--- src/fcpu_pkg.sv ---
// Shared types, constants and a helper function for the fly camera pose core.
package fcpu_pkg;

    localparam int ATAN_COUNT = 24;
    localparam int ATAN_IW    = 5;

    localparam logic signed [33:0] CORDIC_K = 34'sd652032874;
    localparam logic signed [15:0] ONE_Q14  = 16'sd16384;

    typedef logic [31:0] t_atan_tab [ATAN_COUNT];

    // Arctangent of 2^-i in units of 2^-32 turn.
    localparam t_atan_tab ATAN_TURN32 = '{
        32'd536870912, 32'd316933406, 32'd167458907, 32'd85004756,
        32'd42667331,  32'd21354465,  32'd10680862,  32'd5340245,
        32'd2670163,   32'd1335087,   32'd667544,    32'd333772,
        32'd166886,    32'd83443,     32'd41721,     32'd20860,
        32'd10430,     32'd5215,      32'd2607,      32'd1303,
        32'd651,       32'd325,       32'd162,       32'd81
    };

    typedef enum logic [2:0] {
        OP_FORWARD  = 3'd0,
        OP_BACKWARD = 3'd1,
        OP_RIGHT    = 3'd2,
        OP_LEFT     = 3'd3,
        OP_UP       = 3'd4,
        OP_DOWN     = 3'd5,
        OP_LOOK     = 3'd6,
        OP_RESERVED = 3'd7
    } t_op;

    localparam logic CFG_SPEED_GAIN = 1'b0;
    localparam logic CFG_LOOK_GAIN  = 1'b1;

    typedef struct packed {
        logic signed [15:0] c;
        logic signed [15:0] s;
    } t_trig;

    // Clamp a value to the closed range of a Q1.14 unit component.
    function automatic logic signed [15:0] clamp_q14(input logic signed [35:0] v);
        logic signed [15:0] r;
        if (v > 36'sd16384) begin
            r = ONE_Q14;
        end else if (v < -36'sd16384) begin
            r = -ONE_Q14;
        end else begin
            r = v[15:0];
        end
        return r;
    endfunction

endpackage

--- src/fcpu_cordic.sv ---
// Iterative rotation-mode CORDIC giving the cosine and sine of an angle in Q1.14.
module fcpu_cordic #(
    parameter int ANGLE_BITS   = 24,
    parameter int CORDIC_STEPS = 16
) (
    input  logic                  i_clk,
    input  logic                  i_rst_n,
    input  logic                  i_start,
    input  logic [ANGLE_BITS-1:0] i_angle,
    output logic                  o_done,
    output fcpu_pkg::t_trig       o_trig
);
    import fcpu_pkg::*;

    localparam int IW = $clog2(CORDIC_STEPS);
    localparam logic [ANGLE_BITS-1:0] EIGHTH = {3'b001, {(ANGLE_BITS-3){1'b0}}};

    logic [ANGLE_BITS-1:0]        turned;
    logic signed [ANGLE_BITS-2:0] resid;
    logic signed [33:0]           z0;
    logic signed [33:0]           dx, dy, atan_i;
    logic signed [33:0]           x_rnd, y_rnd;
    logic signed [15:0]           cq, sq;

    logic signed [33:0] r_x, r_y, r_z;
    logic [1:0]         r_q;
    logic [IW-1:0]      r_i;
    logic               r_busy;
    logic               r_done;

    // Fold the angle into a quadrant and a residual within one eighth turn.
    always_comb begin
        turned = i_angle + EIGHTH;
        resid  = $signed({1'b0, turned[ANGLE_BITS-3:0]})
               - $signed({2'b01, {(ANGLE_BITS-3){1'b0}}});
        z0     = 34'(resid) <<< (32 - ANGLE_BITS);
    end

    always_comb begin
        dx     = r_y >>> r_i;
        dy     = r_x >>> r_i;
        atan_i = $signed({2'b00, ATAN_TURN32[ATAN_IW'(r_i)]});
    end

    always_ff @(posedge i_clk) begin
        if (!i_rst_n) begin
            r_busy <= 1'b0;
            r_done <= 1'b0;
        end else begin
            r_done <= 1'b0;
            if (i_start) begin
                r_x    <= CORDIC_K;
                r_y    <= '0;
                r_z    <= z0;
                r_q    <= turned[ANGLE_BITS-1:ANGLE_BITS-2];
                r_i    <= '0;
                r_busy <= 1'b1;
            end else if (r_busy) begin
                if (!r_z[33]) begin
                    r_x <= r_x - dx;
                    r_y <= r_y + dy;
                    r_z <= r_z - atan_i;
                end else begin
                    r_x <= r_x + dx;
                    r_y <= r_y - dy;
                    r_z <= r_z + atan_i;
                end
                r_i <= r_i + 1'b1;
                if (r_i == IW'(CORDIC_STEPS - 1)) begin
                    r_busy <= 1'b0;
                    r_done <= 1'b1;
                end
            end
        end
    end

    // Round to Q1.14 and map back to the original quadrant.
    always_comb begin
        x_rnd = r_x + 34'sd32768;
        y_rnd = r_y + 34'sd32768;
        cq    = clamp_q14(36'($signed(x_rnd[33:16])));
        sq    = clamp_q14(36'($signed(y_rnd[33:16])));
        unique case (r_q)
            2'd0: begin
                o_trig.c = cq;
                o_trig.s = sq;
            end
            2'd1: begin
                o_trig.c = -sq;
                o_trig.s = cq;
            end
            2'd2: begin
                o_trig.c = -cq;
                o_trig.s = -sq;
            end
            default: begin
                o_trig.c = sq;
                o_trig.s = -cq;
            end
        endcase
    end

    assign o_done = r_done;

endmodule

--- src/fly_camera_pose_update_core.sv ---
// Top level of the fly camera pose core: command sequencer, shared multiplier and pose state.
//
// Usage:
// - Input words carry an opcode (forward, backward, right, left, up, down, look),
//   a time step for moves and two mouse offsets for look. A word is taken when
//   i_valid and o_ready are both high; o_ready is high only while the core idles.
// - Every input word yields exactly one output word: the position and front
//   vector after the command. It is offered on o_valid until i_ready takes it.
// - Forward, backward, up and down need no CORDIC pass; right and left need
//   one CORDIC pass on the heading; look needs two CORDIC passes plus the
//   angle updates and two front products. The reserved opcode goes straight
//   to the final step. The shared CORDIC unit runs one iteration per cycle.
// - One word is in flight at a time. If the receiver stalls, the finished
//   word waits in the output register and the core holds its final step
//   until the slot frees, so nothing is lost or repeated.
// - Synchronous active-low reset restores the gains (640 and 5341), zero
//   angles, position (1.5, 2.0, -7.0) and front vector (1, 0, 0).
// - User must write gains via i_cfg_we/i_cfg_idx/i_cfg_data only while idle; not enforced.
module fly_camera_pose_update_core #(
    parameter int ANGLE_BITS   = 24,
    parameter int CORDIC_STEPS = 16
) (
    input  logic               i_clk,
    input  logic               i_rst_n,
    input  logic               i_cfg_we,
    input  logic               i_cfg_idx,
    input  logic [15:0]        i_cfg_data,
    input  logic               i_valid,
    output logic               o_ready,
    input  logic [2:0]         i_opcode,
    input  logic [15:0]        i_time_step,
    input  logic signed [15:0] i_offset_x,
    input  logic signed [15:0] i_offset_y,
    output logic               o_valid,
    input  logic               i_ready,
    output logic signed [31:0] o_pos_x,
    output logic signed [31:0] o_pos_y,
    output logic signed [31:0] o_pos_z,
    output logic signed [15:0] o_dir_x,
    output logic signed [15:0] o_dir_y,
    output logic signed [15:0] o_dir_z
);
    import fcpu_pkg::*;

    // Pitch limit: 89 degrees in angle units.
    localparam logic [63:0] LIM64 = (64'd89 << ANGLE_BITS) / 64'd360;
    localparam logic signed [49:0] LIM = $signed(50'(LIM64));

    typedef enum logic [4:0] {
        S_IDLE, S_SPEED, S_SPEED_W, S_CW_RIGHT, S_MV_MUL, S_MV_RND, S_MV_ADD,
        S_LOOK_H, S_LOOK_E, S_LOOK_EW, S_CW_H, S_CW_E, S_MIX_X, S_MIX_Z,
        S_MIX_W, S_FIN
    } t_state;

    t_state r_state;

    logic [15:0]        r_speed_gain, r_look_gain;
    logic [ANGLE_BITS-1:0]        r_heading;
    logic signed [ANGLE_BITS-1:0] r_elev;
    logic signed [31:0] r_loc [3];
    logic signed [15:0] r_dir [3];
    logic signed [15:0] r_vec [3];
    logic [1:0]         r_k;
    t_op                r_op;
    logic [15:0]        r_dt;
    logic signed [15:0] r_ox, r_oy;
    logic [31:0]        r_s;
    logic signed [33:0] r_d;
    logic signed [49:0] r_prod;
    logic signed [15:0] r_ch, r_sh, r_ce;
    logic               r_ovalid;
    logic signed [31:0] r_out_pos [3];
    logic signed [15:0] r_out_dir [3];

    logic signed [16:0] mul_a;
    logic signed [32:0] mul_b;
    logic signed [49:0] neg_prod, e_sum, mix_sum;
    logic signed [33:0] d_next, loc_sum;
    logic signed [31:0] loc_sat;
    logic               cord_start, cord_done;
    logic [ANGLE_BITS-1:0] cord_angle;
    t_trig              cord_trig;

    fcpu_cordic #(
        .ANGLE_BITS  (ANGLE_BITS),
        .CORDIC_STEPS(CORDIC_STEPS)
    ) u_cordic (
        .i_clk  (i_clk),
        .i_rst_n(i_rst_n),
        .i_start(cord_start),
        .i_angle(cord_angle),
        .o_done (cord_done),
        .o_trig (cord_trig)
    );

    // Operand selection for the one shared multiplier; its product is registered.
    always_comb begin
        mul_a = '0;
        mul_b = '0;
        unique case (r_state)
            S_SPEED: begin
                mul_a = $signed({1'b0, r_speed_gain});
                mul_b = $signed({17'd0, r_dt});
            end
            S_MV_MUL: begin
                mul_a = 17'(r_vec[r_k]);
                mul_b = $signed({1'b0, r_s});
            end
            S_LOOK_H: begin
                mul_a = 17'(r_ox);
                mul_b = $signed({17'd0, r_look_gain});
            end
            S_LOOK_E: begin
                mul_a = 17'(r_oy);
                mul_b = $signed({17'd0, r_look_gain});
            end
            S_MIX_X: begin
                mul_a = 17'(r_ch);
                mul_b = 33'(r_ce);
            end
            S_MIX_Z: begin
                mul_a = 17'(r_sh);
                mul_b = 33'(r_ce);
            end
            default: begin
                mul_a = '0;
                mul_b = '0;
            end
        endcase
    end

    // CORDIC is started on the heading for strafing and the first look pass,
    // and on the elevation for the second look pass.
    always_comb begin
        cord_start = ((r_state == S_SPEED_W) && (r_op == OP_RIGHT || r_op == OP_LEFT))
                  || (r_state == S_LOOK_EW)
                  || ((r_state == S_CW_H) && cord_done);
        cord_angle = (r_state == S_CW_H) ? r_elev : r_heading;
    end

    always_comb begin
        // Round the scaled component half away from zero.
        neg_prod = -r_prod;
        if (!r_prod[49]) begin
            d_next = 34'((r_prod + 50'sd2097152) >>> 22);
        end else begin
            d_next = -34'((neg_prod + 50'sd2097152) >>> 22);
        end
        loc_sum = r_op[0] ? (34'(r_loc[r_k]) - r_d) : (34'(r_loc[r_k]) + r_d);
        if (loc_sum > 34'sd2147483647) begin
            loc_sat = 32'sh7fffffff;
        end else if (loc_sum < -34'sd2147483648) begin
            loc_sat = 32'sh80000000;
        end else begin
            loc_sat = loc_sum[31:0];
        end
        e_sum   = 50'(r_elev) + r_prod;
        mix_sum = (r_prod + 50'sd8192) >>> 14;
    end

    always_ff @(posedge i_clk) begin
        r_prod <= mul_a * mul_b;
        if (!i_rst_n) begin
            r_state      <= S_IDLE;
            r_ovalid     <= 1'b0;
            r_speed_gain <= 16'd640;
            r_look_gain  <= 16'd5341;
            r_heading    <= '0;
            r_elev       <= '0;
            r_loc[0]     <= 32'sd98304;
            r_loc[1]     <= 32'sd131072;
            r_loc[2]     <= -32'sd458752;
            r_dir[0]     <= ONE_Q14;
            r_dir[1]     <= '0;
            r_dir[2]     <= '0;
        end else begin
            // A finished pose enters the output register once it is free;
            // otherwise a taken word empties it.
            if (r_state == S_FIN && (!r_ovalid || i_ready)) begin
                r_ovalid <= 1'b1;
            end else if (r_ovalid && i_ready) begin
                r_ovalid <= 1'b0;
            end
            if (i_cfg_we) begin
                unique case (i_cfg_idx)
                    CFG_SPEED_GAIN: r_speed_gain <= i_cfg_data;
                    CFG_LOOK_GAIN:  r_look_gain  <= i_cfg_data;
                    default:        r_look_gain  <= i_cfg_data;
                endcase
            end
            unique case (r_state)
                S_IDLE: begin
                    if (i_valid) begin
                        r_op <= t_op'(i_opcode);
                        r_dt <= i_time_step;
                        r_ox <= i_offset_x;
                        r_oy <= i_offset_y;
                        if (t_op'(i_opcode) == OP_LOOK) begin
                            r_state <= S_LOOK_H;
                        end else if (t_op'(i_opcode) == OP_RESERVED) begin
                            r_state <= S_FIN;
                        end else begin
                            r_state <= S_SPEED;
                        end
                    end
                end
                S_SPEED: r_state <= S_SPEED_W;
                S_SPEED_W: begin
                    r_s <= r_prod[31:0];
                    r_k <= '0;
                    if (r_op == OP_FORWARD || r_op == OP_BACKWARD) begin
                        r_vec[0] <= r_dir[0];
                        r_vec[1] <= r_dir[1];
                        r_vec[2] <= r_dir[2];
                        r_state  <= S_MV_MUL;
                    end else if (r_op == OP_UP || r_op == OP_DOWN) begin
                        r_vec[0] <= '0;
                        r_vec[1] <= ONE_Q14;
                        r_vec[2] <= '0;
                        r_state  <= S_MV_MUL;
                    end else begin
                        r_state <= S_CW_RIGHT;
                    end
                end
                S_CW_RIGHT: begin
                    if (cord_done) begin
                        // Right vector is (-sin yaw, 0, cos yaw).
                        r_vec[0] <= -cord_trig.s;
                        r_vec[1] <= '0;
                        r_vec[2] <= cord_trig.c;
                        r_state  <= S_MV_MUL;
                    end
                end
                S_MV_MUL: r_state <= S_MV_RND;
                S_MV_RND: begin
                    r_d     <= d_next;
                    r_state <= S_MV_ADD;
                end
                S_MV_ADD: begin
                    r_loc[r_k] <= loc_sat;
                    r_k        <= r_k + 2'd1;
                    r_state    <= (r_k == 2'd2) ? S_FIN : S_MV_MUL;
                end
                S_LOOK_H: r_state <= S_LOOK_E;
                S_LOOK_E: begin
                    // Heading wraps modulo one turn.
                    r_heading <= r_heading + r_prod[ANGLE_BITS-1:0];
                    r_state   <= S_LOOK_EW;
                end
                S_LOOK_EW: begin
                    // Pitch saturates at the limit.
                    if (e_sum > LIM) begin
                        r_elev <= LIM[ANGLE_BITS-1:0];
                    end else if (e_sum < -LIM) begin
                        r_elev <= -LIM[ANGLE_BITS-1:0];
                    end else begin
                        r_elev <= e_sum[ANGLE_BITS-1:0];
                    end
                    r_state <= S_CW_H;
                end
                S_CW_H: begin
                    if (cord_done) begin
                        r_ch    <= cord_trig.c;
                        r_sh    <= cord_trig.s;
                        r_state <= S_CW_E;
                    end
                end
                S_CW_E: begin
                    if (cord_done) begin
                        r_ce     <= cord_trig.c;
                        r_dir[1] <= cord_trig.s;
                        r_state  <= S_MIX_X;
                    end
                end
                S_MIX_X: r_state <= S_MIX_Z;
                S_MIX_Z: begin
                    r_dir[0] <= clamp_q14(mix_sum[35:0]);
                    r_state  <= S_MIX_W;
                end
                S_MIX_W: begin
                    r_dir[2] <= clamp_q14(mix_sum[35:0]);
                    r_state  <= S_FIN;
                end
                S_FIN: begin
                    // Wait here until the output register is free.
                    if (!r_ovalid || i_ready) begin
                        r_state <= S_IDLE;
                    end
                end
                default: r_state <= S_IDLE;
            endcase
        end
    end

    // Output word payload, loaded when the final step completes.
    always_ff @(posedge i_clk) begin
        if (r_state == S_FIN && (!r_ovalid || i_ready)) begin
            r_out_pos[0] <= r_loc[0];
            r_out_pos[1] <= r_loc[1];
            r_out_pos[2] <= r_loc[2];
            r_out_dir[0] <= r_dir[0];
            r_out_dir[1] <= r_dir[1];
            r_out_dir[2] <= r_dir[2];
        end
    end

    assign o_ready = (r_state == S_IDLE);
    assign o_valid = r_ovalid;
    assign o_pos_x = r_out_pos[0];
    assign o_pos_y = r_out_pos[1];
    assign o_pos_z = r_out_pos[2];
    assign o_dir_x = r_out_dir[0];
    assign o_dir_y = r_out_dir[1];
    assign o_dir_z = r_out_dir[2];

endmodule

--- config.mk ---
export PLATFORM = sky130hd
export DESIGN_NAME = fly_camera_pose_update_core
export DESIGN_NICKNAME = d
export VERILOG_FILES = /design/src/fcpu_pkg.sv /design/src/fcpu_cordic.sv /design/src/fly_camera_pose_update_core.sv
export SDC_FILE = /design/constraint.sdc
export NUM_CORES = 2
export LEC_CHECK = 0
export BUFFER_PORTS_ARGS = -buffer_cell sky130_fd_sc_hd__buf_2
export CAP_MARGIN = 20
export CORE_UTILIZATION = 54
export DETAILED_ROUTE_END_ITERATION = 10
export HOLD_SLACK_MARGIN = 0.1
export PLACE_DENSITY = 0.67
export SLEW_MARGIN = 20
export SYNTH_ARGS = -nofsm -noshare
export SYNTH_HDL_FRONTEND = slang
export SYNTH_SLANG_ARGS = --single-unit
--- constraint.sdc ---
create_clock -name i_clk -period 12.7 [get_ports i_clk]
set_input_delay 0.635 -clock i_clk [delete_from_list [all_inputs] [get_ports i_clk]]
set_output_delay 0.635 -clock i_clk [all_outputs]
set_load 0.02 [all_outputs]
==> results_dict.tcl <==
set metrics [dict create \
    status "finished, final reports clean" \
    grt_pass1_wl_mm 351 \
    cp_max_fo 36 \
    utilization 0.596 \
    hold_viol_final 0 \
    clock_sinks 782 \
    p_leak_nw 32.3 \
    rows 132 \
    drt-wirelength-per-cell_um 25.0 \
    yosysTopAreaCell "edfxtp_1" \
    cts.clk_slew.worst_paths_ns 0.07 \
    post_cts_buffers 0 \
    syn_avg_cell_area_um2 9.51 \
    die_w_um 365 \
    fill_cells 11200 \
    vias 58900 \
    end_kind "register" \
    dr.pass1.iters 7 \
    grt_max_degree 104 \
    antenna_found_initial 5 \
    synthTopCellsByArea "edfxtp_1 (27%), fa_1 (15%), ha_1 (6.1%)" \
    max_cap_viol_count 0 \
    critPathMaxStageDelay_ns 1.00 \
    period_needed_ns 11.32 \
    crit_buf_inv 4 \
    synth_nets 8435 \
    worstMarginPinSlew_ns 1.22 \
    ys_ff_latch 782 \
    htreeDepth 3 \
    nets 8504 \
    cp-start-kind "register" \
    numCtsBuffers 91 \
    synth_top_flop_cell "edfxtp_1" \
    drcViolationCount 0 \
    tns_ns 0 \
    final_cells 9362 \
    dieArea_um2 133000 \
    port_buffers 218 \
    path_class "register to register" \
    rsz0062_at_grt "false" \
    min_path_type "input port to register" \
    gr-total-overflow 0 \
    synthesis.instances 7474 \
    ios 219 \
    fmax_mhz 88.3 \
    crit_required_ns 13.27 \
    grt_pass1_vias 55900 \
    critPathMostFrequentCell "fa_1" \
    postRouteAntennaNets 0 \
    slew_headroom 0.189 \
    synth_edf_count 643 \
    hpwl_mm 178 \
    fin_skew_ns 0.0559 \
    drt_iter0_drc 6435 \
    yosysUniqueCellTypes 116 \
    ys_seq_area_frac 0.311 \
    clock-root-buffer "clkbuf_16" \
    die_h_um 365 \
    cts_tree "done" \
    start_util 0.547 \
    async_flop_share 0 \
    clockBufferDepth 3 \
    ir_drop_mv 0.152 \
    setup_viol 0 \
    slew_viol_final 0 \
    grt_usage 0.351 \
    arrival_ns 11.89 \
    synth_area_um2 71100 \
    cp_slowest_cell "nand3_2" \
    finalCritPeriodShare 0.891 \
    powerDensity_nw_per_um2 165 \
    gp_congestion 0.978 \
    core_region_area_um2 130000 \
    placed_cells 9156 \
    syn_to_final_growth_pct 8.91 \
    clk_latency_ns 0.75 \
    drive_gt1_frac 0.0974 \
    p_total_mw 12.8 \
    crit_family "compound AO/OA/AOI/OAI gates" \
    yosys.area.top_type_share 0.272 \
    synth_warnings 0 \
    drt-total-wl_mm 234 \
    via_per_inst 6.29 \
]
-- state kept, by name, indices dropped and copies added (netlist names), 48 cells and up, named ones only --
register   cells
r_dir         48
r_loc        128
r_out_dir     48
r_out_pos     96
r_prod        50
r_vec         48
-- tightest hold or removal path, stage by stage --
cell,delay [ns]
buf_2,0.11
nand2_1,0.05
a21oi_1,0.05
-- stage by stage --
stage          hold WS [ns]  setup WS, ns  instance area (µm²)
2_1_floorplan         0.417          4.19                71100
3_3_place_gp          0.428          2.09                73800
3_5_place_dp          0.434          1.83                73800
4_1_cts               0.100          1.69                77400
5_1_grt               0.128          1.07                77400
6_report              0.139          1.38                77400
-- cells by family after synthesis --
group                      after synthesis  share of synthesized area
DFF                                    782                      0.311
AOI/OAI and AO/OA                     1555                      0.145
and+or+nand+nor                       2484                      0.162
muxes                                  235                     0.0537
xor gates and xnor gates               455                     0.0562
buffers and inverters                 1074                     0.0585
adders and majority gates              889                      0.214
-- power by group --
part	internal [mW]	switching, mW	leakage, nW
registers	3.15	0.375	7.13
logic	2.29	4.17	23.7
clock network	1.60	1.19	1.54
total	7.04	5.74	32.3
-- final cells by class --
class / instances / area [µm²] / area share
multi-input cells: 5618 / 45100 / 0.583
repair buffers: 362 / 2260 / 0.0292
well taps: 1742 / 2180 / 0.0282
inverters: 688 / 2580 / 0.0334
clock buffers: 127 / 2610 / 0.0337
diodes: 1 / 2.50 / 0.0000323
clock inverters: 42 / 584 / 0.00755
flip-flops and latches: 782 / 22100 / 0.285
-- routing by layer --
layer | share of wire | track usage | wire length [µm] | up-vias
met5 | 0.00011 | 0 | 26 | -
li1 | - | - | - | 26500
met3 | 0.11 | 0.0877 | 26200 | 387
met1 | 0.43 | 0.516 | 101000 | 29000
met4 | 0.031 | 0.103 | 7280 | 4
met2 | 0.43 | 0.509 | 100000 | 2950
-- synth_stat cells (all sizes together) (60+ instances only) --
master    n
and2     99
xor2    152
or3      60
a31oi    75
ha      346
nand4    79
nand3   135
a21oi   405
nand2   840
dfxtp   139
o22ai    91
buf      91
edfxtp  643
nor2    759
mux2i    93
mux4    110
o21ai   317
and3     69
nor3    142
xnor2   303
o21a     61
inv     685
fa      542
nand2b   73
a21o    121
clkbuf  295
-- repair_timing --
item | CTS | global route
gates resized for setup | 0 | 0
hold buffers | 36 | 0
endpoints found under the hold margin | 36 | 0
-- cells in the final DEF (no fill, tap or decap), types with 67 or more instances in the layout --
master	synthesis	routed
xnor2_1	302	302
o21ai_0	293	289
buf_2	37	218
and3_1	68	67
a21o_1	121	121
mux4_2	97	97
a21oi_1	405	396
inv_1	682	681
a31oi_1	75	75
nand3_1	134	131
nand2_1	838	836
nor3_1	137	127
and2_1	97	97
nor2_1	757	750
clkbuf_16	0	94
edfxtp_1	643	643
o22ai_1	91	90
mux2i_1	93	93
buf_4	7	108
ha_1	346	346
fa_1	542	542
nand4_1	78	78
xor2_1	152	152
dfxtp_1	139	136
nand2b_1	73	73
-- final timing paths --
check | startpoint | slack, ns | to | cells after the start
worst min register to register | r_loc[2][25] | 0.45 | r_out_pos[0][89] | 0
worst min-delay path | i_cfg_data[14] | 0.14 | r_look_gain[14] | 3
worst max-delay path | r_state[0] | 1.38 | r_prod[49] | 28
worst max register to register | r_state[0] | 1.38 | r_prod[49] | 28
Power figures use the tool's default switching activity.
